<file path="src/rtl/chained_hash_table_assert.svh">
// Assertion macros for the chained hash table
`ifndef CHAINED_HASH_TABLE_ASSERT_SVH
`define CHAINED_HASH_TABLE_ASSERT_SVH

// same-cycle implication, sampled on clk, off during reset
`define CHT_ASSERT_IMPL(label, ante, cons, msg) \
  label: assert property (@(posedge clk) disable iff (!rst_n) (ante) |-> (cons)) \
    else $error(msg);

// next-cycle implication
`define CHT_ASSERT_NEXT(label, ante, cons, msg) \
  label: assert property (@(posedge clk) disable iff (!rst_n) (ante) |=> (cons)) \
    else $error(msg);

`endif

</file>
<file path="src/rtl/cht_pkg.sv">
`timescale 1ns / 1ps
`default_nettype none
package cht_pkg;

  localparam int NUM_BUCKETS = 16;
  localparam int NUM_ENTRIES = 32;

  localparam int KEY_W   = 31;
  localparam int VAL_W   = 64;
  localparam int SLOT_W  = $clog2(NUM_ENTRIES);
  localparam int LINK_W  = SLOT_W + 1;
  localparam int BKT_W   = $clog2(NUM_BUCKETS);
  localparam int CNT_W   = $clog2(NUM_ENTRIES + 1);
  localparam int KV_W    = KEY_W + VAL_W;
  localparam int OSLOT_W = 5;
  localparam int OCNT_W  = 6;

  localparam logic [LINK_W-1:0] EMPTY = LINK_W'(NUM_ENTRIES);

  typedef enum logic [1:0] {
    REQ_INSERT = 2'd0,
    REQ_DELETE = 2'd1,
    REQ_SEARCH = 2'd2,
    REQ_NONE   = 2'd3
  } req_t;

  typedef enum logic [1:0] {
    ST_OK   = 2'd0,
    ST_DUP  = 2'd1,
    ST_FULL = 2'd2,
    ST_MISS = 2'd3
  } status_t;

  typedef enum logic [8:0] {
    S_INIT   = 9'b000000001,
    S_IDLE   = 9'b000000010,
    S_WALK   = 9'b000000100,
    S_CMP    = 9'b000001000,
    S_INS_RD = 9'b000010000,
    S_INS_WR = 9'b000100000,
    S_INS_LK = 9'b001000000,
    S_DEL    = 9'b010000000,
    S_OUT    = 9'b100000000
  } state_t;

endpackage
`default_nettype wire

</file>
<file path="src/rtl/cht_if.sv">
`timescale 1ns / 1ps
`default_nettype none
interface cht_req_if;
  logic                        valid;
  logic                        ready;
  logic [1:0]                  req_type;
  logic [cht_pkg::KEY_W-1:0]   key;
  logic [cht_pkg::VAL_W-1:0]   value;
  modport source (output valid, req_type, key, value, input ready);
  modport sink   (input valid, req_type, key, value, output ready);
endinterface

interface cht_rsp_if;
  logic                         valid;
  logic                         ready;
  logic [1:0]                   status;
  logic [cht_pkg::OSLOT_W-1:0]  slot_index;
  logic [cht_pkg::VAL_W-1:0]    found_value;
  logic [cht_pkg::OCNT_W-1:0]   entry_count;
  modport source (output valid, status, slot_index, found_value, entry_count, input ready);
  modport sink   (input valid, status, slot_index, found_value, entry_count, output ready);
endinterface
`default_nettype wire

</file>
<file path="src/rtl/cht_ram.sv">
`timescale 1ns / 1ps
`default_nettype none
module cht_ram #(
  parameter int WIDTH = 8,
  parameter int DEPTH = 32
) (
  input  wire logic                     clk,
  input  wire logic                     we,
  input  wire logic [$clog2(DEPTH)-1:0] waddr,
  input  wire logic [WIDTH-1:0]         wdata,
  input  wire logic [$clog2(DEPTH)-1:0] raddr,
  output logic [WIDTH-1:0]              rdata
);

  logic [WIDTH-1:0] mem [DEPTH];

  always_ff @(posedge clk) begin
    if (we) begin
      mem[waddr] <= wdata;
    end
    rdata <= mem[raddr];
  end

endmodule
`default_nettype wire

</file>
<file path="src/rtl/chained_hash_table.sv">
// Chained hash table: insert, delete and search of 31-bit keys with 64-bit values.
// in_ch carries one request per transfer (req_type, key, value); out_ch returns
// exactly one result per request (status, slot_index, found_value, entry_count).
// Requests are served one at a time. A request is taken only while the
// sequencer is idle; the chain of the key's bucket is walked through the entry
// memory at one entry per cycle, comparing at most 32 entries. An unused code
// or an insert into a full table goes straight to the result; a search, a
// delete that misses or a duplicate insert ends with the walk. An insert that
// stores then writes the new entry and links it in; a delete unlinks the hit,
// updating its predecessor first when it is not at the chain head, and then
// pushes its slot onto the free stack.
// The result sits in an output register; while the receiver stalls it holds,
// and the sequencer waits with the next result, taking no new request.
// After reset the link memory is swept to build the free-slot stack;
// in_ch.ready stays low during the sweep. Bucket heads, free stack top and
// record count clear at reset.
`timescale 1ns / 1ps
`default_nettype none
`include "chained_hash_table_assert.svh"
module chained_hash_table (
  input  wire logic  clk,
  input  wire logic  rst_n,
  cht_req_if.sink    in_ch,
  cht_rsp_if.source  out_ch
);

  localparam int N      = cht_pkg::NUM_ENTRIES;
  localparam int SW     = cht_pkg::SLOT_W;
  localparam int LW     = cht_pkg::LINK_W;
  localparam int CW     = cht_pkg::CNT_W;
  localparam int KW     = cht_pkg::KEY_W;
  localparam int VW     = cht_pkg::VAL_W;

  cht_pkg::state_t state_r, state_nxt;

  logic [LW-1:0] heads_r [cht_pkg::NUM_BUCKETS];
  logic [LW-1:0] head_wdata;
  logic          head_we;

  logic [LW-1:0] free_top_r, free_top_nxt;
  logic [CW-1:0] count_r, count_nxt;
  logic [SW-1:0] init_cnt_r, init_cnt_nxt;

  logic [1:0]                req_r, req_nxt;
  logic [KW-1:0]             key_r, key_nxt;
  logic [VW-1:0]             val_r, val_nxt;
  logic [cht_pkg::BKT_W-1:0] bkt_r, bkt_nxt;
  logic [LW-1:0]             cur_r, cur_nxt;
  logic [LW-1:0]             prev_r, prev_nxt;
  logic [LW-1:0]             hit_link_r, hit_link_nxt;
  logic [CW-1:0]             steps_r, steps_nxt;

  logic [1:0]                    res_status_r, res_status_nxt;
  logic [cht_pkg::OSLOT_W-1:0]   res_slot_r, res_slot_nxt;
  logic [VW-1:0]                 res_val_r, res_val_nxt;

  logic                          out_valid_r, out_valid_nxt;
  logic [1:0]                    out_status_r;
  logic [cht_pkg::OSLOT_W-1:0]   out_slot_r;
  logic [VW-1:0]                 out_val_r;
  logic [cht_pkg::OCNT_W-1:0]    out_cnt_r;
  logic                          out_load;

  logic                     kv_we;
  logic [SW-1:0]            kv_waddr;
  logic [cht_pkg::KV_W-1:0] kv_wdata, kv_rdata;
  logic                     ln_we;
  logic [SW-1:0]            ln_waddr;
  logic [LW-1:0]            ln_wdata, ln_rdata;
  logic [SW-1:0]            raddr;

  logic                      in_xfer;
  logic [cht_pkg::BKT_W-1:0] in_bkt;
  logic                      full;

  cht_ram #(.WIDTH(cht_pkg::KV_W), .DEPTH(N)) u_kv_ram (
    .clk   (clk),
    .we    (kv_we),
    .waddr (kv_waddr),
    .wdata (kv_wdata),
    .raddr (raddr),
    .rdata (kv_rdata)
  );

  cht_ram #(.WIDTH(LW), .DEPTH(N)) u_link_ram (
    .clk   (clk),
    .we    (ln_we),
    .waddr (ln_waddr),
    .wdata (ln_wdata),
    .raddr (raddr),
    .rdata (ln_rdata)
  );

  assign in_ch.ready = (state_r == cht_pkg::S_IDLE);
  assign in_xfer     = in_ch.valid && in_ch.ready;
  assign in_bkt      = cht_pkg::BKT_W'(in_ch.key % cht_pkg::NUM_BUCKETS);
  assign full        = (count_r >= CW'(N)) || (free_top_r >= cht_pkg::EMPTY);
  assign out_load    = (state_r == cht_pkg::S_OUT) && (!out_valid_r || out_ch.ready);

  always_comb begin
    state_nxt      = state_r;
    free_top_nxt   = free_top_r;
    count_nxt      = count_r;
    init_cnt_nxt   = init_cnt_r;
    req_nxt        = req_r;
    key_nxt        = key_r;
    val_nxt        = val_r;
    bkt_nxt        = bkt_r;
    cur_nxt        = cur_r;
    prev_nxt       = prev_r;
    hit_link_nxt   = hit_link_r;
    steps_nxt      = steps_r;
    res_status_nxt = res_status_r;
    res_slot_nxt   = res_slot_r;
    res_val_nxt    = res_val_r;
    head_we        = 1'b0;
    head_wdata     = cur_r;
    kv_we          = 1'b0;
    kv_waddr       = free_top_r[SW-1:0];
    kv_wdata       = {key_r, val_r};
    ln_we          = 1'b0;
    ln_waddr       = init_cnt_r;
    ln_wdata       = cht_pkg::EMPTY;
    raddr          = cur_r[SW-1:0];

    unique case (state_r)
      cht_pkg::S_INIT: begin
        ln_we = 1'b1;
        if (init_cnt_r == SW'(N - 1)) begin
          ln_wdata  = cht_pkg::EMPTY;
          state_nxt = cht_pkg::S_IDLE;
        end else begin
          ln_wdata = LW'(init_cnt_r) + LW'(1);
        end
        init_cnt_nxt = init_cnt_r + SW'(1);
      end

      cht_pkg::S_IDLE: begin
        if (in_xfer) begin
          req_nxt        = in_ch.req_type;
          key_nxt        = in_ch.key;
          val_nxt        = in_ch.value;
          bkt_nxt        = in_bkt;
          cur_nxt        = heads_r[in_bkt];
          prev_nxt       = cht_pkg::EMPTY;
          steps_nxt      = '0;
          res_status_nxt = cht_pkg::ST_MISS;
          res_slot_nxt   = '0;
          res_val_nxt    = '0;
          if (in_ch.req_type == cht_pkg::REQ_NONE) begin
            state_nxt = cht_pkg::S_OUT;
          end else if (in_ch.req_type == cht_pkg::REQ_INSERT && full) begin
            res_status_nxt = cht_pkg::ST_FULL;
            state_nxt      = cht_pkg::S_OUT;
          end else begin
            state_nxt = cht_pkg::S_WALK;
          end
        end
      end

      cht_pkg::S_WALK: begin
        raddr = cur_r[SW-1:0];
        if (cur_r < cht_pkg::EMPTY) begin
          state_nxt = cht_pkg::S_CMP;
        end else if (req_r == cht_pkg::REQ_INSERT) begin
          state_nxt = cht_pkg::S_INS_RD;
        end else begin
          state_nxt = cht_pkg::S_OUT;
        end
      end

      cht_pkg::S_CMP: begin
        raddr = ln_rdata[SW-1:0];
        if (kv_rdata[cht_pkg::KV_W-1:VW] == key_r) begin
          hit_link_nxt = ln_rdata;
          res_slot_nxt = cht_pkg::OSLOT_W'(cur_r);
          unique case (req_r)
            cht_pkg::REQ_INSERT: begin
              res_status_nxt = cht_pkg::ST_DUP;
              res_slot_nxt   = '0;
              state_nxt      = cht_pkg::S_OUT;
            end
            cht_pkg::REQ_DELETE: begin
              state_nxt = cht_pkg::S_DEL;
            end
            default: begin
              res_status_nxt = cht_pkg::ST_OK;
              res_val_nxt    = kv_rdata[VW-1:0];
              state_nxt      = cht_pkg::S_OUT;
            end
          endcase
        end else begin
          prev_nxt  = cur_r;
          cur_nxt   = ln_rdata;
          steps_nxt = steps_r + CW'(1);
          if (ln_rdata < cht_pkg::EMPTY && steps_r < CW'(N - 1)) begin
            state_nxt = cht_pkg::S_CMP;
          end else if (req_r == cht_pkg::REQ_INSERT) begin
            state_nxt = cht_pkg::S_INS_RD;
          end else begin
            state_nxt = cht_pkg::S_OUT;
          end
        end
      end

      cht_pkg::S_INS_RD: begin
        raddr     = free_top_r[SW-1:0];
        kv_we     = 1'b1;
        kv_waddr  = free_top_r[SW-1:0];
        cur_nxt   = free_top_r;
        state_nxt = cht_pkg::S_INS_WR;
      end

      cht_pkg::S_INS_WR: begin
        free_top_nxt = ln_rdata;
        ln_we        = 1'b1;
        ln_waddr     = cur_r[SW-1:0];
        ln_wdata     = cht_pkg::EMPTY;
        state_nxt    = cht_pkg::S_INS_LK;
      end

      cht_pkg::S_INS_LK: begin
        if (prev_r < cht_pkg::EMPTY) begin
          ln_we    = 1'b1;
          ln_waddr = prev_r[SW-1:0];
          ln_wdata = cur_r;
        end else begin
          head_we    = 1'b1;
          head_wdata = cur_r;
        end
        count_nxt      = count_r + CW'(1);
        res_status_nxt = cht_pkg::ST_OK;
        res_slot_nxt   = cht_pkg::OSLOT_W'(cur_r);
        state_nxt      = cht_pkg::S_OUT;
      end

      cht_pkg::S_DEL: begin
        if (prev_r < cht_pkg::EMPTY) begin
          ln_we    = 1'b1;
          ln_waddr = prev_r[SW-1:0];
          ln_wdata = hit_link_r;
          prev_nxt = '1;
        end else begin
          if (prev_r == cht_pkg::EMPTY) begin
            head_we    = 1'b1;
            head_wdata = hit_link_r;
          end
          ln_we          = 1'b1;
          ln_waddr       = cur_r[SW-1:0];
          ln_wdata       = free_top_r;
          free_top_nxt   = cur_r;
          if (count_r != '0) begin
            count_nxt = count_r - CW'(1);
          end
          res_status_nxt = cht_pkg::ST_OK;
          state_nxt      = cht_pkg::S_OUT;
        end
      end

      cht_pkg::S_OUT: begin
        if (out_load) begin
          state_nxt = cht_pkg::S_IDLE;
        end
      end

      default: begin
        state_nxt = cht_pkg::S_IDLE;
      end
    endcase
  end

  always_comb begin
    out_valid_nxt = out_valid_r;
    if (out_load) begin
      out_valid_nxt = 1'b1;
    end else if (out_ch.ready) begin
      out_valid_nxt = 1'b0;
    end
  end

  always_ff @(posedge clk) begin
    if (!rst_n) begin
      state_r     <= cht_pkg::S_INIT;
      free_top_r  <= '0;
      count_r     <= '0;
      init_cnt_r  <= '0;
      out_valid_r <= 1'b0;
      for (int i = 0; i < cht_pkg::NUM_BUCKETS; i++) begin
        heads_r[i] <= cht_pkg::EMPTY;
      end
    end else begin
      state_r     <= state_nxt;
      free_top_r  <= free_top_nxt;
      count_r     <= count_nxt;
      init_cnt_r  <= init_cnt_nxt;
      out_valid_r <= out_valid_nxt;
      if (head_we) begin
        heads_r[bkt_r] <= head_wdata;
      end
    end
  end

  always_ff @(posedge clk) begin
    req_r        <= req_nxt;
    key_r        <= key_nxt;
    val_r        <= val_nxt;
    bkt_r        <= bkt_nxt;
    cur_r        <= cur_nxt;
    prev_r       <= prev_nxt;
    hit_link_r   <= hit_link_nxt;
    steps_r      <= steps_nxt;
    res_status_r <= res_status_nxt;
    res_slot_r   <= res_slot_nxt;
    res_val_r    <= res_val_nxt;
    if (out_load) begin
      out_status_r <= res_status_r;
      out_slot_r   <= res_slot_r;
      out_val_r    <= res_val_r;
      out_cnt_r    <= cht_pkg::OCNT_W'(count_r);
    end
  end

  assign out_ch.valid       = out_valid_r;
  assign out_ch.status      = out_status_r;
  assign out_ch.slot_index  = out_slot_r;
  assign out_ch.found_value = out_val_r;
  assign out_ch.entry_count = out_cnt_r;

  `CHT_ASSERT_IMPL(a_count_range, 1'b1, count_r <= CW'(N), "record count above capacity")
  `CHT_ASSERT_NEXT(a_insert_count, state_r == cht_pkg::S_INS_LK, count_r == $past(count_r) + CW'(1), "insert did not bump count")
  `CHT_ASSERT_IMPL(a_miss_zero, out_valid_r && out_status_r != cht_pkg::ST_OK, out_slot_r == '0 && out_val_r == '0, "refused result carries data")
  `CHT_ASSERT_IMPL(a_walk_bound, state_r == cht_pkg::S_CMP, steps_r < CW'(N), "chain walk overran")

endmodule
`default_nettype wire
</file>
<file path="src/flat_wrapper.sv">
// flat-port wrapper written by rule: the top's interface ports become plain ports
module chained_hash_table_flat 
  (clk, rst_n, in_ch_valid, in_ch_req_type, in_ch_key, in_ch_value, in_ch_ready, out_ch_valid, out_ch_status, out_ch_slot_index, out_ch_found_value, out_ch_entry_count, out_ch_ready);
  cht_req_if in_ch_i ();
  cht_rsp_if out_ch_i ();
  input  wire logic clk;
  input  wire logic rst_n;
  input wire logic [$bits(in_ch_i.valid)-1:0] in_ch_valid;
  input wire logic [$bits(in_ch_i.req_type)-1:0] in_ch_req_type;
  input wire logic [$bits(in_ch_i.key)-1:0] in_ch_key;
  input wire logic [$bits(in_ch_i.value)-1:0] in_ch_value;
  output wire logic [$bits(in_ch_i.ready)-1:0] in_ch_ready;
  output wire logic [$bits(out_ch_i.valid)-1:0] out_ch_valid;
  output wire logic [$bits(out_ch_i.status)-1:0] out_ch_status;
  output wire logic [$bits(out_ch_i.slot_index)-1:0] out_ch_slot_index;
  output wire logic [$bits(out_ch_i.found_value)-1:0] out_ch_found_value;
  output wire logic [$bits(out_ch_i.entry_count)-1:0] out_ch_entry_count;
  input wire logic [$bits(out_ch_i.ready)-1:0] out_ch_ready;
  assign in_ch_i.valid = in_ch_valid;
  assign in_ch_i.req_type = in_ch_req_type;
  assign in_ch_i.key = in_ch_key;
  assign in_ch_i.value = in_ch_value;
  assign in_ch_ready = in_ch_i.ready;
  assign out_ch_valid = out_ch_i.valid;
  assign out_ch_status = out_ch_i.status;
  assign out_ch_slot_index = out_ch_i.slot_index;
  assign out_ch_found_value = out_ch_i.found_value;
  assign out_ch_entry_count = out_ch_i.entry_count;
  assign out_ch_i.ready = out_ch_ready;
  chained_hash_table u_core (.clk(clk), .rst_n(rst_n), .in_ch(in_ch_i), .out_ch(out_ch_i));
endmodule
</file>
<file path="config.mk">
export PLATFORM = sky130hd
export DESIGN_NAME = chained_hash_table_flat
export DESIGN_NICKNAME = d
export VERILOG_FILES = /design/src/rtl/cht_pkg.sv /design/src/rtl/cht_if.sv /design/src/rtl/cht_ram.sv /design/src/rtl/chained_hash_table.sv /design/src/flat_wrapper.sv
export VERILOG_INCLUDE_DIRS = /design/src /design/src/rtl
export SDC_FILE = /design/constraint.sdc
export NUM_CORES = 2
export LEC_CHECK = 0
export ABC_CLOCK_PERIOD_IN_PS = 7500
export BUFFER_PORTS_ARGS = -buffer_cell sky130_fd_sc_hd__buf_2
export CAP_MARGIN = 10
export CORE_MARGIN = 2
export CORE_UTILIZATION = 47
export CTS_CLUSTER_SIZE = 16
export DETAILED_ROUTE_END_ITERATION = 16
export PLACE_DENSITY = 0.7
export SLEW_MARGIN = 5
export SYNTH_ARGS = -nofsm -noshare
export SYNTH_HDL_FRONTEND = slang
export SYNTH_SLANG_ARGS = --single-unit
export TNS_END_PERCENT = 20
</file>
<file path="constraint.sdc">
create_clock -name clk -period 7.5 [get_ports clk]
set_clock_uncertainty 0.15 [all_clocks]
set_input_delay 1.5 -clock clk [delete_from_list [all_inputs] [get_ports clk]]
set_output_delay 1.5 -clock clk [all_outputs]
set_load 0.02 [all_outputs]
</file>
# ---- After elaboration in Yosys (flattened, before gate mapping)
# Memories as Yosys holds them, arrays and structs flattened. A register that Yosys moved wholly into a read port is not among the register bits.
# Index checks and enable logic that the tools add are counted.
dict set report word_totals {
  word_cells 163
  memories 3
  ram_bits 3328
  in_bits 101
  regBits 300
  out_inout_bits 79
}
# name words width rd rd_clocked_by_memory_dff wr line_no
set mem_list {}
lappend mem_list {u_core.u_kv_ram.mem 32 95 1 1 1 cht_ram.sv:15} ;# logic [WIDTH-1:0] mem [DEPTH];
lappend mem_list {u_core.u_link_ram.mem 32 6 1 1 1 cht_ram.sv:15}
lappend mem_list {u_core.heads_r 16 6 1 0 16 chained_hash_table.sv:36} ;# logic [LW-1:0] heads_r [cht_pkg::NUM_BUCKETS];
dict set report op_classes {
  addsub 5
  mux 73
  eq_ne 24
  reduce_logical 32
  magnitude_cmp 6
}
# op n
set op_table {}
lappend op_table {{two-way mux 64 bit} 3}
lappend op_table {{one-hot mux 64 bit (2 select lines)} 1}
lappend op_table {{two-way mux 6 bit} 17}
lappend op_table {{two-way mux 9 bit} 11}
lappend op_table {{one-hot mux 9 bit (9 select lines)} 1}
lappend op_table {{one-hot mux 6 bit (3 select lines)} 3}
lappend op_table {{one-hot mux 6 bit (2 select lines)} 3}
lappend op_table {{equality test 31 bit} 1}
lappend op_table {{one-hot mux 5 bit (3 select lines)} 2}
lappend op_table {{two-way mux 5 bit} 5}
lappend op_table {{< comparator 6 bit (second input constant)} 3}
lappend op_table {{two-way mux 1 bit} 17}
lappend op_table {{adder 6 x 1 -> 6 bit (second input constant)} 2}
lappend op_table {{>= comparator 6 bit (second input constant)} 2}
lappend op_table {{AND reduction 3 bit} 4}
lappend op_table {{AND reduction 4 bit} 3}
lappend op_table {{inequality test 2 x 1 -> 1 bit (second input constant)} 5}
lappend op_table {{inequality test 2 bit (second input constant)} 5}
lappend op_table {{one-hot mux 5 bit (2 select lines)} 1}
lappend op_table {{equality test 9 x 1 -> 1 bit (second input constant)} 1}
lappend op_table {{equality test 9 x 2 -> 1 bit (second input constant)} 1}
lappend op_table {{equality test 9 x 3 -> 1 bit (second input constant)} 1}
lappend op_table {{equality test 9 x 4 -> 1 bit (second input constant)} 1}
lappend op_table {{equality test 9 x 5 -> 1 bit (second input constant)} 1}
lappend op_table {{other kinds (30)} 46}

# ---- Logic depth before layout (Yosys ltp)
dict set report logic_depth {
  word_depth 9
  ltp_mapped 15
  ltp_nobuf 11
}

# ---- By module
# Synthesis repeated with hierarchy kept, for this count alone.
dict set report unflattened {
  hier_cells 6881
  area_unflattened_um2 140390.9
}
# mod area_each_um2 seq_area_each_um2 n_inst cells_each
set by_module_without_submodules {}
lappend by_module_without_submodules {{cht_ram (u_core.u_kv_ram)} 117351.3 93189.4 1 5542}
lappend by_module_without_submodules {chained_hash_table 15449.8 11501.0 1 1016}
lappend by_module_without_submodules {{cht_ram (u_core.u_link_ram)} 7589.8 5885.6 1 323}

# ---- Worst setup path after synthesis
# No wires, ideal clock.
dict set report synth_path {
  path_kind {reg-to-reg}
  from {reg u_core.state_r[0]}
  to {mem u_core.u_kv_ram.mem[12][0] in the netlist's numbering, enable pin}
  t_arrival_ns 6.041
  t_required_ns 6.800
  slack_ns 0.759
  setup_time_ns 0.550
  n_path_buf 3
  period_less_slack_ns 6.741
  stages_incl_launch_ff 8
  path_cell_list {dfxtp_1 -> nor4_1 -> and4_1 -> clkbuf_1 -> buf_2 -> or3b_2 -> clkbuf_1 -> nor2_1}
}
dict set report synth_between {
  elab_chain_len 4
}
# element line_no
set synth_rtl {}
lappend synth_rtl {{from (decl)} chained_hash_table.sv:34} ;# cht_pkg::state_t state_r, state_nxt;
lappend synth_rtl {{from (signal assigned)} chained_hash_table.sv:283} ;# state_r <= cht_pkg::S_INIT;
lappend synth_rtl {{from (signal assigned)} chained_hash_table.sv:292} ;# state_r <= state_nxt;
lappend synth_rtl {{equality test 9 x 5 -> 1 bit} chained_hash_table.sv:126} ;# unique case (state_r)
lappend synth_rtl {{two-way mux 1 bit} chained_hash_table.sv:126}
lappend synth_rtl {{two-way mux 1 bit} cht_ram.sv:18} ;# if (we) begin
lappend synth_rtl {{two-way mux 1 bit (implied by the code)} cht_ram.sv:19} ;# mem[waddr] <= wdata;
lappend synth_rtl {{to (decl)} cht_ram.sv:15}
# Every way passes these cells.

==> summary.txt <==
Status = complete, no violations
Final worst path period share = 0.7078
Routed len/inst = 31.68 µm
Setup Buffers After CTS = 0
Yosys warning count = 0
Worst-Skew Late Latency = 930 ps
Setup CP Type = register to register
Post-synthesis cell count = 7,419
Routed wl met3 = 42,630 µm
Cell Rows = 202
Die Y = 556.4 µm
Grt total ovfl = 0
Multi-input logic area = 30,660 µm²
Clock sinks = 3,725
Area grow syn2layout = 12.76%
Count of unique library cells instantiated by Yosys = 85
Largest net degree at the start of global routing = 131
Commonest non-fill, non-tap cell in the layout = edfxtp_1
Worst Setup SP = u_core.bkt_r[1]
#FFs+latches synth = 3,725
Syn Area/Cell = 19.33 µm²
Crit-path max FO = 37
Routed Antenna Nets = 0
Fin worst setup slack = 2192 ps
Clk slew on worst S/H paths = 60 ps
Critical path arrival = 5680 ps
Setup TNS = 0 ps
Starting Density = 0.4728
Final min period = 5308 ps
Synthesized Nets = 7,528
DR top layer = met5
CTS tree = done
Slew Limit Fails = 0
Clock Tree Root = clkbuf_16
Seq/Total Area, Yosys = 0.7711
Initial drt markers = 11.67k
Fill count = 22.97k
Die footprint = 309,500 µm²
I/O pins = 180
Max-cap violations = 0
Min-delay worst type = register to register
Worst rel slew slack = 0.1288
Critical Path Start Type = register
Reg area = 110,600 µm²
Post-place setup slack = 2430 ps
I/O Buffers = 179
Hold Slack = 265.7 ps
Met1 WL = 147,200 µm
Max clock buf depth = 4
CTS buffer count = 371
First drt pass iteration count = 9
CORE AREA = 303,300 µm²
RSZ-0062 raised after global routing = false
R2R Setup Slk = 2190 ps
Hold Startpoint = u_core.res_val_r[21]
Initial antenna violation count = 21
Met2 Routed Length = 176,900 µm
WL final = 379,900 µm
EDFF count, synth = 3,597
P_leak = 52.14 nW
Worst endpoint required time = 7870 ps
Hold buffer count at CTS = 0
CP endpoint kind = register
Die W = 556.4 µm
H-tree depth = 5
Post-synth ARST share = 0
Setup violations, final = 0
Reg2reg start = u_core.bkt_r[1]
FMAX = 188.4 MHz
RePlAce Congestion = 0.8328
PwrDens = 272.5 nW/µm²
Cts repair resizes = 0
Post-Syn Area = 143,400 µm²
Number of global-route vias before repair = 75.19k
Total track usage = 0.2413
First-pass GRT wire length = 541,100 µm
Via count = 76.21k
Via/cell ratio = 6.355
Dominant synthesized flop cell = edfxtp_1
# nets final = 7,808
Most frequent cells in the layout = 3,597 x edfxtp_1, 575 x nand2_1, 543 x mux4_2, 376 x clkbuf_16, 373 x mux2i_1
Number of remaining DRC errors = 0
Max VDD drop = 0.1983 mV
Hold Vio Cnt, Final = 0
Post-DP HPWL = 194,300 µm
Slew @ Worst Pin = 1295 ps
Share of cells above drive strength 1 = 0.2096
==> cell usage after synthesis (46+ instances only) <==
library cell	count	area [µm²]
mux2_2	108	1216
a31oi_1	83	519.3
mux2i_1	378	3784
buf_4	72	540.5
buf_2	135	675.7
nor2_1	209	784.5
dfxtp_1	128	2562
a32oi_1	69	604.3
clkbuf_1	187	701.9
a221oi_1	46	402.9
and2_1	71	444.2
edfxtp_1	3597	108000
a21oi_1	136	680.7
nand2_1	577	2166
inv_1	53	198.9
mux4_2	543	12230
o22ai_1	50	312.8
nand4_1	77	481.7
a22o_1	56	490.5
nand3_1	132	660.6
==> worst max-delay path, cell delays in order (launching register included) <==
cell and delay [ps]:
edfxtp_1 320, buf_4 360, xor2_1 340, nor4_1 1150, nand4_1 770, nor2_1 480
o22ai_1 220, nor2_4 450, buf_4 580
==> through the flow <==
step | utilization | cells | area (µm²) | power, W
floorplan | - | 7419 | 143400 | 0.02476
global placement | 0.4920 | 11300 | 149200 | 0.02545
detailed placement | 0.4921 | 11300 | 149200 | 0.02550
CTS | 0.5331 | 11990 | 161700 | 0.04422
global route | 0.5331 | 11990 | 161700 | 0.04515
finish | 0.5331 | 11990 | 161700 | 0.04406
==> report_power, final <==
group          internal [W]  leakage, nW  switching (W)
Sequential           0.0229         33.5       0.000187
Clock                0.0111         6.07        0.00788
Combinational      0.000730         12.5        0.00128
==> routing by layer <==
layer  up-vias  track usage
met5         -            0
met4        16      0.08134
met3       808      0.04946
met2      4854       0.3763
met1     39640       0.3406
li1      30890            -
==> worst paths after layout <==
kind,to,depth (start not counted)
worst min register to register,u_core.out_ch.found_value[21],0
worst min-delay path,u_core.out_ch.found_value[21],0
worst max-delay path,u_core.res_val_r[4],8
worst max register to register,u_core.res_val_r[4],8
==> state kept, by name, summed over array words and instances (netlist names), 28 cells and up <==
register	cells
u_core.u_kv_ram.mem	3040
u_core.u_link_ram.mem	192
u_core.heads_r	96
u_core.u_kv_ram.rdata	95
u_core.out_ch.found_value	64
u_core.res_val_r	64
u_core.val_r	64
u_core.key_r	28
==> final cells by class <==
cell class                      count  area share
Antenna cell                        4  0.00006191
Clock buffer                      498     0.06282
Clock inverter                    185     0.01414
Inverter                           53    0.001230
Multi-Input combinational cell   3181      0.1896
Sequential cell                  3725      0.6839
Tap cell                         3978     0.03078
Timing Repair Buffer              367     0.01744
==> logic make-up (layout without fill, tap and decap cells) <==
group / Yosys count / count (layout) / share of synthesized area
multiplexers: 1035 / 1035 / 0.1206
AO/OA/AOI/OAI: 845 / 845 / 0.04549
flip-flops: 3725 / 3725 / 0.7711
AND/OR/NAND/NOR: 1247 / 1247 / 0.04057
buffers and inverters: 513 / 1103 / 0.01863
other: 0 / 4 / 0
XOR/XNOR: 46 / 46 / 0.002810
adder cells (fa/ha/maj): 8 / 8 / 0.0007504
Note: power is estimated with default switching activity, not from simulation.
